### src/rtl/btff_pkg.sv
// Package for the block table first-fit allocator: payload types, codes, defaults.
// No dependencies.
`timescale 1ns / 1ps

package btff_pkg;

    localparam int TABLE_ENTRIES_DEF = 1024;
    localparam int BLOCK_BYTES_DEF   = 4096;

    localparam int CFG_IDX_W  = 4;
    localparam int CFG_DATA_W = 32;
    localparam int BIU_W      = 11;
    localparam int BIU_RESET  = 1024;

    localparam logic [CFG_IDX_W-1:0] CFG_HEAP_BASE     = 4'd0;
    localparam logic [CFG_IDX_W-1:0] CFG_BLOCKS_IN_USE = 4'd1;

    localparam logic OP_ALLOC = 1'b0;
    localparam logic OP_FREE  = 1'b1;

    localparam int FLAG_W = 3;
    localparam logic [FLAG_W-1:0] FLAG_TAKEN = 3'b001;
    localparam logic [FLAG_W-1:0] FLAG_FIRST = 3'b010;
    localparam logic [FLAG_W-1:0] FLAG_NEXT  = 3'b100;
    localparam int FLAG_TAKEN_BIT = 0;
    localparam int FLAG_NEXT_BIT  = 2;

    typedef enum logic [1:0] {
        ST_OK      = 2'd0,
        ST_NOMEM   = 2'd1,
        ST_INVALID = 2'd2
    } t_status;

    typedef struct packed {
        logic        opcode;
        logic [31:0] request_bytes;
        logic [31:0] release_address;
    } t_in;

    typedef struct packed {
        logic [31:0] granted_address;
        t_status     status;
    } t_out;

endpackage

### src/rtl/block_table_first_fit_allocator.sv
// First-fit block table allocator, top level. Depends on btff_pkg, btff_table, btff_div.
// Allocate: the divider sizes the request, a scan reads one entry per cycle up to the
// span, each granted block is marked in turn, and the address is formed last.
// Free: the divider indexes the entry, then each chained entry is read and cleared.
// One request in flight; the next is taken while the previous result waits.
// After reset a clearing pass writes every entry before the first request is taken.
`timescale 1ns / 1ps

module block_table_first_fit_allocator #(
    parameter int TABLE_ENTRIES = btff_pkg::TABLE_ENTRIES_DEF,
    parameter int BLOCK_BYTES   = btff_pkg::BLOCK_BYTES_DEF
) (
    input  logic                           i_clk,
    input  logic                           i_rst_n,
    input  logic                           i_in_valid,
    input  btff_pkg::t_in                  i_in_data,
    output logic                           o_in_ready,
    output logic                           o_out_valid,
    output btff_pkg::t_out                 o_out_data,
    input  logic                           i_out_ready,
    input  logic                           i_cfg_valid,
    input  logic [btff_pkg::CFG_IDX_W-1:0] i_cfg_index,
    input  logic [btff_pkg::CFG_DATA_W-1:0] i_cfg_data,
    output logic                           o_cfg_ready
);

    localparam int IDX_W  = $clog2(TABLE_ENTRIES);
    localparam int SPAN_W = $clog2(TABLE_ENTRIES + 1);
    localparam int BIU_W  = btff_pkg::BIU_W;

    typedef enum logic [3:0] {
        S_CLEAR,
        S_IDLE,
        S_DIV,
        S_SCAN,
        S_MARK,
        S_MUL,
        S_ADDR,
        S_FREE,
        S_DONE
    } t_state;

    t_state                 r_state, n_state;
    logic                   r_op, n_op;
    btff_pkg::t_status      r_res_st, n_res_st;
    logic [31:0]            r_res_addr, n_res_addr;
    logic [SPAN_W-1:0]      r_need, n_need;
    logic [SPAN_W-1:0]      r_run, n_run;
    logic [IDX_W-1:0]       r_first, n_first;
    logic [SPAN_W-1:0]      r_rd_idx, n_rd_idx;
    logic                   r_pend, n_pend;
    logic [IDX_W-1:0]       r_pend_idx, n_pend_idx;
    logic [IDX_W-1:0]       r_wr_idx, n_wr_idx;
    logic [SPAN_W-1:0]      r_left, n_left;
    logic [31:0]            r_prod, n_prod;
    logic                   r_out_valid, n_out_valid;
    btff_pkg::t_out         r_out, n_out;
    logic [31:0]            r_heap_base;
    logic [BIU_W-1:0]       r_biu;

    logic                   w_we;
    logic [IDX_W-1:0]       w_waddr;
    logic [btff_pkg::FLAG_W-1:0] w_wdata;
    logic                   w_re;
    logic [IDX_W-1:0]       w_raddr;
    logic [btff_pkg::FLAG_W-1:0] w_rdata;

    logic                   w_div_start;
    logic [32:0]            w_div_dividend;
    logic                   w_div_done;
    logic [32:0]            w_quot;

    logic [SPAN_W-1:0]      w_span;
    logic [SPAN_W-1:0]      w_run_inc;
    logic [SPAN_W-1:0]      w_pend_next;
    logic [63:0]            w_prod;

    btff_table #(
        .DEPTH  (TABLE_ENTRIES),
        .ADDR_W (IDX_W)
    ) u_table (
        .i_clk   (i_clk),
        .i_we    (w_we),
        .i_waddr (w_waddr),
        .i_wdata (w_wdata),
        .i_re    (w_re),
        .i_raddr (w_raddr),
        .o_rdata (w_rdata)
    );

    btff_div #(
        .DIVISOR (BLOCK_BYTES)
    ) u_div (
        .i_clk      (i_clk),
        .i_rst_n    (i_rst_n),
        .i_start    (w_div_start),
        .i_dividend (w_div_dividend),
        .o_done     (w_div_done),
        .o_quotient (w_quot)
    );

    always_comb begin
        if (32'(r_biu) > 32'(TABLE_ENTRIES)) begin
            w_span = SPAN_W'(TABLE_ENTRIES);
        end else begin
            w_span = SPAN_W'(r_biu);
        end
    end

    assign w_run_inc   = r_run + SPAN_W'(1);
    assign w_pend_next = SPAN_W'(r_pend_idx) + SPAN_W'(1);
    assign w_prod      = 64'(r_first) * 64'(BLOCK_BYTES);

    always_comb begin
        n_state     = r_state;
        n_op        = r_op;
        n_res_st    = r_res_st;
        n_res_addr  = r_res_addr;
        n_need      = r_need;
        n_run       = r_run;
        n_first     = r_first;
        n_rd_idx    = r_rd_idx;
        n_pend      = r_pend;
        n_pend_idx  = r_pend_idx;
        n_wr_idx    = r_wr_idx;
        n_left      = r_left;
        n_prod      = r_prod;
        n_out_valid = r_out_valid;
        n_out       = r_out;

        w_we    = 1'b0;
        w_waddr = r_wr_idx;
        w_wdata = '0;
        w_re    = 1'b0;
        w_raddr = r_rd_idx[IDX_W-1:0];

        w_div_start    = 1'b0;
        w_div_dividend = 33'(i_in_data.request_bytes) + 33'(BLOCK_BYTES - 1);

        if (r_out_valid && i_out_ready) begin
            n_out_valid = 1'b0;
        end

        case (r_state)
            S_CLEAR: begin
                w_we     = 1'b1;
                w_waddr  = r_wr_idx;
                n_wr_idx = r_wr_idx + 1'b1;
                if (r_wr_idx == IDX_W'(TABLE_ENTRIES - 1)) begin
                    n_state = S_IDLE;
                end
            end
            S_IDLE: begin
                if (i_in_valid) begin
                    n_op       = i_in_data.opcode;
                    n_res_addr = '0;
                    if (i_in_data.opcode == btff_pkg::OP_ALLOC) begin
                        if (i_in_data.request_bytes == 32'd0) begin
                            n_res_st = btff_pkg::ST_INVALID;
                            n_state  = S_DONE;
                        end else begin
                            w_div_start = 1'b1;
                            n_state     = S_DIV;
                        end
                    end else begin
                        if (i_in_data.release_address < r_heap_base) begin
                            n_res_st = btff_pkg::ST_INVALID;
                            n_state  = S_DONE;
                        end else begin
                            w_div_dividend =
                                33'(i_in_data.release_address - r_heap_base);
                            w_div_start = 1'b1;
                            n_state     = S_DIV;
                        end
                    end
                end
            end
            S_DIV: begin
                if (w_div_done) begin
                    n_pend = 1'b0;
                    if (r_op == btff_pkg::OP_ALLOC) begin
                        if (w_quot > 33'(w_span)) begin
                            n_res_st = btff_pkg::ST_NOMEM;
                            n_state  = S_DONE;
                        end else begin
                            n_need   = w_quot[SPAN_W-1:0];
                            n_run    = '0;
                            n_rd_idx = '0;
                            n_state  = S_SCAN;
                        end
                    end else begin
                        if (w_quot >= 33'(w_span)) begin
                            n_res_st = btff_pkg::ST_INVALID;
                            n_state  = S_DONE;
                        end else begin
                            n_rd_idx = w_quot[SPAN_W-1:0];
                            n_state  = S_FREE;
                        end
                    end
                end
            end
            S_SCAN: begin
                if (r_rd_idx < w_span) begin
                    w_re       = 1'b1;
                    w_raddr    = r_rd_idx[IDX_W-1:0];
                    n_rd_idx   = r_rd_idx + 1'b1;
                    n_pend     = 1'b1;
                    n_pend_idx = r_rd_idx[IDX_W-1:0];
                end else begin
                    n_pend = 1'b0;
                end
                if (r_pend) begin
                    if (w_rdata[btff_pkg::FLAG_TAKEN_BIT]) begin
                        n_run = '0;
                    end else begin
                        if (r_run == '0) begin
                            n_first = r_pend_idx;
                        end
                        n_run = w_run_inc;
                        if (w_run_inc == r_need) begin
                            n_wr_idx = (r_run == '0) ? r_pend_idx : r_first;
                            n_left   = r_need;
                            n_pend   = 1'b0;
                            n_state  = S_MARK;
                        end
                    end
                end else if (r_rd_idx >= w_span) begin
                    n_res_st = btff_pkg::ST_NOMEM;
                    n_state  = S_DONE;
                end
            end
            S_MARK: begin
                w_we    = 1'b1;
                w_waddr = r_wr_idx;
                w_wdata = btff_pkg::FLAG_TAKEN
                        | ((r_wr_idx == r_first) ? btff_pkg::FLAG_FIRST : '0)
                        | ((r_left != SPAN_W'(1)) ? btff_pkg::FLAG_NEXT : '0);
                n_wr_idx = r_wr_idx + 1'b1;
                n_left   = r_left - 1'b1;
                if (r_left == SPAN_W'(1)) begin
                    n_state = S_MUL;
                end
            end
            S_MUL: begin
                n_prod  = w_prod[31:0];
                n_state = S_ADDR;
            end
            S_ADDR: begin
                n_res_addr = r_heap_base + r_prod;
                n_res_st   = btff_pkg::ST_OK;
                n_state    = S_DONE;
            end
            S_FREE: begin
                if (!r_pend) begin
                    w_re       = 1'b1;
                    w_raddr    = r_rd_idx[IDX_W-1:0];
                    n_pend     = 1'b1;
                    n_pend_idx = r_rd_idx[IDX_W-1:0];
                end else begin
                    w_we    = 1'b1;
                    w_waddr = r_pend_idx;
                    w_wdata = '0;
                    if (w_rdata[btff_pkg::FLAG_NEXT_BIT] && (w_pend_next < w_span)) begin
                        w_re       = 1'b1;
                        w_raddr    = w_pend_next[IDX_W-1:0];
                        n_pend_idx = w_pend_next[IDX_W-1:0];
                    end else begin
                        n_pend   = 1'b0;
                        n_res_st = btff_pkg::ST_OK;
                        n_state  = S_DONE;
                    end
                end
            end
            S_DONE: begin
                if (!r_out_valid || i_out_ready) begin
                    n_out_valid           = 1'b1;
                    n_out.granted_address = r_res_addr;
                    n_out.status          = r_res_st;
                    n_state               = S_IDLE;
                end
            end
            default: begin
                n_state = S_IDLE;
            end
        endcase
    end

    always_ff @(posedge i_clk) begin
        if (!i_rst_n) begin
            r_state     <= S_CLEAR;
            r_wr_idx    <= '0;
            r_pend      <= 1'b0;
            r_out_valid <= 1'b0;
            r_heap_base <= '0;
            r_biu       <= BIU_W'(btff_pkg::BIU_RESET);
        end else begin
            r_state     <= n_state;
            r_wr_idx    <= n_wr_idx;
            r_pend      <= n_pend;
            r_out_valid <= n_out_valid;
            if (i_cfg_valid && o_cfg_ready) begin
                case (i_cfg_index)
                    btff_pkg::CFG_HEAP_BASE: begin
                        r_heap_base <= i_cfg_data;
                    end
                    btff_pkg::CFG_BLOCKS_IN_USE: begin
                        r_biu <= i_cfg_data[BIU_W-1:0];
                    end
                    default: begin
                    end
                endcase
            end
        end
        r_op       <= n_op;
        r_res_st   <= n_res_st;
        r_res_addr <= n_res_addr;
        r_need     <= n_need;
        r_run      <= n_run;
        r_first    <= n_first;
        r_rd_idx   <= n_rd_idx;
        r_pend_idx <= n_pend_idx;
        r_left     <= n_left;
        r_prod     <= n_prod;
        r_out      <= n_out;
    end

    assign o_in_ready  = (r_state == S_IDLE);
    assign o_out_valid = r_out_valid;
    assign o_out_data  = r_out;
    // register writes only between requests
    assign o_cfg_ready = (r_state == S_IDLE) && !i_in_valid;

endmodule

### src/rtl/btff_table.sv
// Block flag table: one write port, one read port, registered read data.
// Depends on btff_pkg.
`timescale 1ns / 1ps

module btff_table #(
    parameter int DEPTH  = btff_pkg::TABLE_ENTRIES_DEF,
    parameter int ADDR_W = $clog2(DEPTH)
) (
    input  logic                        i_clk,
    input  logic                        i_we,
    input  logic [ADDR_W-1:0]           i_waddr,
    input  logic [btff_pkg::FLAG_W-1:0] i_wdata,
    input  logic                        i_re,
    input  logic [ADDR_W-1:0]           i_raddr,
    output logic [btff_pkg::FLAG_W-1:0] o_rdata
);

    logic [btff_pkg::FLAG_W-1:0] r_mem [DEPTH];
    logic [btff_pkg::FLAG_W-1:0] r_rdata;

    always_ff @(posedge i_clk) begin
        if (i_we) begin
            r_mem[i_waddr] <= i_wdata;
        end
        if (i_re) begin
            r_rdata <= r_mem[i_raddr];
        end
    end

    assign o_rdata = r_rdata;

endmodule

### src/rtl/btff_div.sv
// Block size divider: a registered right shift by log2 of the block size, which is a power
// of two. Depends on btff_pkg for the default divisor.
`timescale 1ns / 1ps

module btff_div #(
    parameter int DIVISOR = btff_pkg::BLOCK_BYTES_DEF
) (
    input  logic        i_clk,
    input  logic        i_rst_n,
    input  logic        i_start,
    input  logic [32:0] i_dividend,
    output logic        o_done,
    output logic [32:0] o_quotient
);

    localparam int SH = $clog2(DIVISOR);

    logic [32:0] r_quot;
    logic        r_done;

    always_ff @(posedge i_clk) begin
        if (!i_rst_n) begin
            r_done <= 1'b0;
        end else begin
            r_done <= i_start;
        end
        if (i_start) begin
            r_quot <= i_dividend >> SH;
        end
    end

    assign o_done     = r_done;
    assign o_quotient = r_quot;

endmodule

### config.mk
export PLATFORM = sky130hd
export DESIGN_NAME = block_table_first_fit_allocator
export DESIGN_NICKNAME = d
export VERILOG_FILES = /design/src/rtl/btff_pkg.sv /design/src/rtl/block_table_first_fit_allocator.sv /design/src/rtl/btff_table.sv /design/src/rtl/btff_div.sv
export SDC_FILE = /design/constraint.sdc
export NUM_CORES = 2
export LEC_CHECK = 0
export ABC_AREA = 1
export BUFFER_PORTS_ARGS = -buffer_cell sky130_fd_sc_hd__buf_2
export CAP_MARGIN = 10
export CELL_PAD_IN_SITES_DETAIL_PLACEMENT = 0
export CELL_PAD_IN_SITES_GLOBAL_PLACEMENT = 1
export CORE_AREA = 8 8 584 529
export CTS_BUF_LIST = sky130_fd_sc_hd__clkbuf_16
export DETAILED_ROUTE_END_ITERATION = 10
export DIE_AREA = 0 0 592 537
export GPL_TIMING_DRIVEN = 0
export PLACE_DENSITY = 0.71
export REMOVE_ABC_BUFFERS = 1
export SETUP_SLACK_MARGIN = 0.2
export SLEW_MARGIN = 10
export SYNTH_ARGS = -nofsm -noshare
export SYNTH_HDL_FRONTEND = slang
export SYNTH_SLANG_ARGS = --single-unit
### constraint.sdc
create_clock -name i_clk -period 21.4 [get_ports i_clk]
set_input_delay 0 -clock i_clk [delete_from_list [all_inputs] [get_ports i_clk]]
set_output_delay 0 -clock i_clk [all_outputs]
set_load 0.01 [all_outputs]
## Word-level counts from Yosys, hierarchy flattened

Memories as Yosys holds them, arrays and structs flattened. A register that Yosys moved wholly into a read port is not among the register bits.
Index checks and enable logic that the tools add are counted.

- Memories kept: 1
- Output and inout bits: 37
- Logic and storage cells: 204
- Register bits: 224
- Memory bits (writable): 3072
- Bits of input ports: 106

Memory list:

| memory | words | bits a word | rd ports | clocked after memory_dff | write ports | line | text |
|---|---|---|---|---|---|---|---|
| u_table.r_mem | 1024 | 3 | 1 | 1 | 1 | btff_table.sv:18 | `logic [btff_pkg::FLAG_W-1:0] r_mem [DEPTH];` |

- Bitwise operators: 4
- Equality and inequality tests: 39
- Reduce and logical (&&, ||, !) cells: 34
- $lt $le $gt $ge: 7
- Multiplexer cells: 91
- $add $sub $neg: 8

Operators with widths:

| cell | count |
|---|---|
| $mux W11 | 13 |
| $mux W33 | 4 |
| $mux W10 | 12 |
| $mux W4 | 17 |
| $pmux W11 S2 | 3 |
| $pmux W32 S2 | 1 |
| $pmux W10 S2 | 2 |
| $pmux W4 S9 | 1 |
| $add A32 B12 Y33 const B | 1 |
| $sub A32 B32 Y33 | 1 |
| $add A32 B22 Y32 | 1 |
| $logic_not A32 Y1 | 1 |
| $lt A32 B32 Y1 | 1 |
| $mux W32 | 1 |
| $ne A2 B2 Y1 const B | 14 |
| $mux W2 | 13 |
| $ne A3 B3 Y1 const B | 8 |
| $add A11 B1 Y11 const B | 2 |
| $lt A11 B11 Y1 | 2 |
| $ge A21 B11 Y1 | 1 |
| $gt A21 B11 Y1 | 1 |
| $mux W1 | 18 |
| $eq A4 B3 Y1 const B | 4 |
| $reduce_and A2 Y1 | 6 |
| other kinds (35) | 55 |

## Depth between registers and ports, before layout

- Word-level depth: 8
- Depth in mapped cells: 31
- Gate-level depth less buffers: 29

## Modules after synthesis

From an unflattened synthesis, not the netlist that was laid out.

- Cell total of the unflattened synthesis: 13169
- Area total of the unflattened synthesis: 142995.9 um^2

By module, submodules not included:

| module | area each (um^2) | cells each | instances | seq. area each (um^2) |
|---|---|---|---|---|
| btff_table | 128306.8 | 11278 | 1 | 92338.6 |
| block_table_first_fit_allocator | 13937.1 | 1854 | 1 | 5475.3 |
| btff_div | 752.0 | 37 | 1 | 650.6 |

## Least setup slack after synthesis

OpenSTA, ideal clock, no wires.

- Path kind: reg-to-reg
- From: register r_state[1]
- To: memory u_table.r_mem[0][0] in the netlist's numbering, data pin
- Data required time: 17.919 ns
- Period minus slack after synthesis: 19.624 ns
- Buffers on the path: 1
- Setup time: 3.481 ns
- Slack: 1.776 ns
- Stages on the path, launching flop included: 5
- Data arrival time: 16.143 ns
- Cell sequence: dfxtp_1 > nor2_1 > inv_1 > nor2_1 > clkbuf_1

- Longest elaborated chain between the ends: 2

Ends and longest elaborated chain:

| item | line | text |
|---|---|---|
| start, declared | block_table_first_fit_allocator.sv:43 | `t_state r_state, n_state;` |
| start signal, assigned | block_table_first_fit_allocator.sv:297 | `r_state <= n_state;` |
| $eq A4 B3 Y1 | block_table_first_fit_allocator.sv:144 | `case (r_state)` |
| $mux W3 | n/a |  |
| net u_table.i_wdata (one bit) | btff_table.sv:12 | `input logic [btff_pkg::FLAG_W-1:0] i_wdata,` |
| end, declared | btff_table.sv:18 |  |

The timed path passes the listed nets, and every way through them passes these cells.

## Worst setup path in the final report

- From: register r_pend_idx[2]
- To: register u_table.r_rdata (netlist bit u_table.o_rdata[0]), read port of u_table.r_mem, data pin

- Longest elaborated chain between the ends: 6
- Elaborated cells on any way between the ends: 9
- Those cells by class: add/sub: 1; order compare: 1; mux: 6; reduce/logical: 1

Ends and longest elaborated chain:

| item | line | text |
|---|---|---|
| start, declared | block_table_first_fit_allocator.sv:52 | `logic [IDX_W-1:0] r_pend_idx, n_pend_idx;` |
| start signal, assigned | block_table_first_fit_allocator.sv:321 | `r_pend_idx <= n_pend_idx;` |
| $add A10 B1 Y11 * | block_table_first_fit_allocator.sv:111 | `assign w_pend_next = SPAN_W'(r_pend_idx) + SPAN_W'(1);` |
| $lt A11 B11 Y1 | block_table_first_fit_allocator.sv:263 | `if (w_rdata[btff_pkg::FLAG_NEXT_BIT] && (w_pend_next < w_span)) begin` |
| $logic_and A1 B1 Y1 | block_table_first_fit_allocator.sv:263 |  |
| $mux W1 or $mux W10 (tied branches) | block_table_first_fit_allocator.sv:263 |  |
| $mux W1 or $mux W10 (tied branches) | block_table_first_fit_allocator.sv:254 | `if (!r_pend) begin` |
| $pmux W1 S2 or $mux W10 (tied branches) | n/a |  |
| end, declared | btff_table.sv:19 | `logic [btff_pkg::FLAG_W-1:0] r_rdata;` |

Mark *: on every way between the ends. The rest lies on a longest branch, timed or not.
A chain may end at the register's enable or synchronous reset.

==> flow_summary.toml <==
[floorplanning]
num_rows = 191
coreArea_sq_um = 299000
die_area_sq_um = 318000
die_x_um = 592
io_pins = 143
die_y_um = 537
initial_utilization = 0.348

[sta]
hold_violations = 0
fmax_mhz = 107
report.final.slew_viol_count = 0
fin_worst_skew_ns = 0.0630
min_period_ns = 9.34
rsz0062_at_grt = "false"
period_share = 0.436
slew_headroom = 0.0885
setup-tns-final_ns = 0
worst_pin_slew_ns = 1.37
setup_viol = 0

[clocking]
htreeDepth = 4
cts_tree = "built"
clockBufferDepth = 4
root_buffer = "clkbuf_16"
cts_setup_buffers = 0
clk_latency_ns = 0.88
cts_made_buffers = 236
clk_pin_slew_worst_paths_ns = 0.07
numClockSinks = 2274

[power]
p_leak_nw = 44.1
powerDensity_nw_per_um2 = 81.2
power_w = 0.00981
vdd_ir_drop_max_mv = 0.0648

[synthesis]
ys.flop_type = "edfxtp_1"
synth_top_area_cell = "edfxtp_1"
netlist_top_cells_count = "2,265 x nand2_1, 2,214 x edfxtp_1, 1,454 x nand3_1, 1,216 x nor2_1, 1,079 x inv_1"
synth_most_common_cell = "nand2_1"
synth_area_sq_um = 104000
synth_top_cell_area_share = 0.639
synth_edf_count = 2214
synthTopCellsByArea = "edfxtp_1 64%, nand2_1 8.2%, nand3_1 7.0%, nor2_1 4.4%, inv_1 3.9%"
ys_seq_elements = 2274
avgSynthCellArea_sq_um = 10.2
synthArstFlopShare = 0
ys_warn_count = 0
ys_seq_area_frac = 0.651
syn_inst = 10235
netlist-cell-type-count = 51

[cells_and_area]
area_delta_synth_final_pct = 16.2
drive_gt1_frac = 0.0725
fin_cells = 14448
fin_nets = 10483

[global_routing]
gr-total-overflow = 0
grt_pass1_wl_um = 446000
grt_max_degree = 157
antenna_found_initial = 9
grt_pass1_vias = 72581
grt_use_total = 0.183

[placed_design]
gp_congestion = 0.807
dp.cells = 13816
dpl.hpwl_um = 182000
place.port_buffers = 142

[setup_path]
worstSetupPathType = "reg -> reg"
critPathMaxStageDelay_ns = 0.55
timing.critical_path.mode_cell = "nand3_1"
cp.arrival_ns = 9.94
cp-end-kind = "register"
path_max_fanout = 156
worst_path_max_delay_cell = "nand4_4"
critPathRequiredTime_ns = 22.00
startpoint_type = "register"

[detailed_routing]
ant_nets = 0
routed_wl_um = 301000
post-route-drc-count = 0
routedWlPerCell_um = 20.9
drtPass1Iterations = 7
drt_iter0_drc = 7567
num_vias = 74273
vias_per_cell = 5.14

[worst_hold_path]
hold_path_class = "in -> reg"

[flow_run]
drv_cap = 0

[status]
status = "finished, final reports clean"
==> critical path, delay by kind of cell, from the launching register on <==
kind | cells | cell delay [ns]
xor gates and xnor gates | 1 | 0.21
AOI/OAI and AO/OA | 2 | 0.41
DFF | 1 | 0.48
and+or+nand+nor | 19 | 3.34
buffers and inverters | 12 | 3.69
adders and majority gates | 1 | 0.27
==> per-stage QoR <==
stage	hold WS, ns	setup slack (ns)	area, sq um	utilization
after floorplan	0.0547	-21.21	101000	-
after CTS	0.00441	12.22	121000	0.404
after global placement	0.280	-81.31	107000	0.357
after detailed placement	0.276	12.24	111000	0.372
after global routing	0.0859	11.55	121000	0.404
final	0.0888	12.06	121000	0.404
==> per-layer routing <==
| layer | GRT usage | wire [um] | part of all wire | up-vias |
|---|---|---|---|---|
| met5 | 0 | 0 | 0 | - |
| li1 | - | - | - | 34888 |
| met2 | 0.311 | 144000 | 0.48 | 2433 |
| met1 | 0.246 | 127000 | 0.42 | 36443 |
| met3 | 0.0270 | 22600 | 0.075 | 509 |
| met4 | 0.0488 | 8350 | 0.028 | 0 |
==> final timing paths <==
path                            depth (start not counted)                 end  slack, ns            from
worst max-delay path                                   35  u_table.o_rdata[0]      12.06   r_pend_idx[2]
worst min-delay path                                    5         o_out_valid       0.09     i_out_ready
worst max register to register                         35  u_table.o_rdata[0]      12.06   r_pend_idx[2]
worst min register to register                          0      o_out_data[30]       0.42  r_res_addr[28]
==> registers in the layout, indices dropped and copies added (netlist names) <==
signal	flops
o_out_data	34
o_out_valid	1
r_biu	11
r_first	10
r_heap_base	32
r_left	11
r_need	11
r_op	1
r_pend	1
r_pend_idx	10
r_prod	10
r_rd_idx	11
r_res_addr	32
r_res_st	2
r_run	11
r_state	4
r_wr_idx	10
u_div.o_done	1
u_div.o_quotient	21
u_table.o_rdata	2
u_table.r_mem	2048
==> power by group <==
group / internal (W) / switching (W)
Sequential: 0.00488 / 0.0000270
Combinational: 0.000191 / 0.000657
Clock: 0.00233 / 0.00172
Total: 0.00740 / 0.00240
==> cells in the final DEF (no fill, tap or decap), drive strengths merged, types with 7 or more instances in the layout <==
cell type and n:
a211oi 7, a21oi 148, buf 327, bufinv 28, clkbuf 236, clkinv 109
clkinvlp 9, dfxtp 60, dlygate4sd3 193, edfxtp 2214, ha 80, inv 1136
nand2 2268, nand3 1455, nand3b 259, nand4 25, nor2 1219, nor3 36
nor4 21, o211ai 357, o21ai 192, o31ai 9, or2 7, xnor2 17
xor2 41
==> final cells by class <==
class | count | area [sq um]
fillers | 28446 | 178000
flip-flops and latches | 2274 | 67700
multi-input cells | 6175 | 29700
repair buffers | 520 | 6800
clock buffers | 236 | 5910
well taps | 3956 | 4950
inverters | 1089 | 4120
clock inverters | 193 | 1650
diodes | 5 | 12.5
==> what timing repair did <==
action,CTS,global route
resized for setup,0,0
hold buffers,193,0
endpoints found under the hold margin,141,0
endpoints found under the setup margin,0,0
==> logic make-up after synthesis <==
family | synth area share
and+or+nand+nor | 0.220
DFF | 0.651
buffers and inverters | 0.0683
AOI/OAI and AO/OA | 0.0454
adders and majority gates | 0.00982
xor gates and xnor gates | 0.00489
muxes | 0.000217
(Power assumes the default switching activity.)
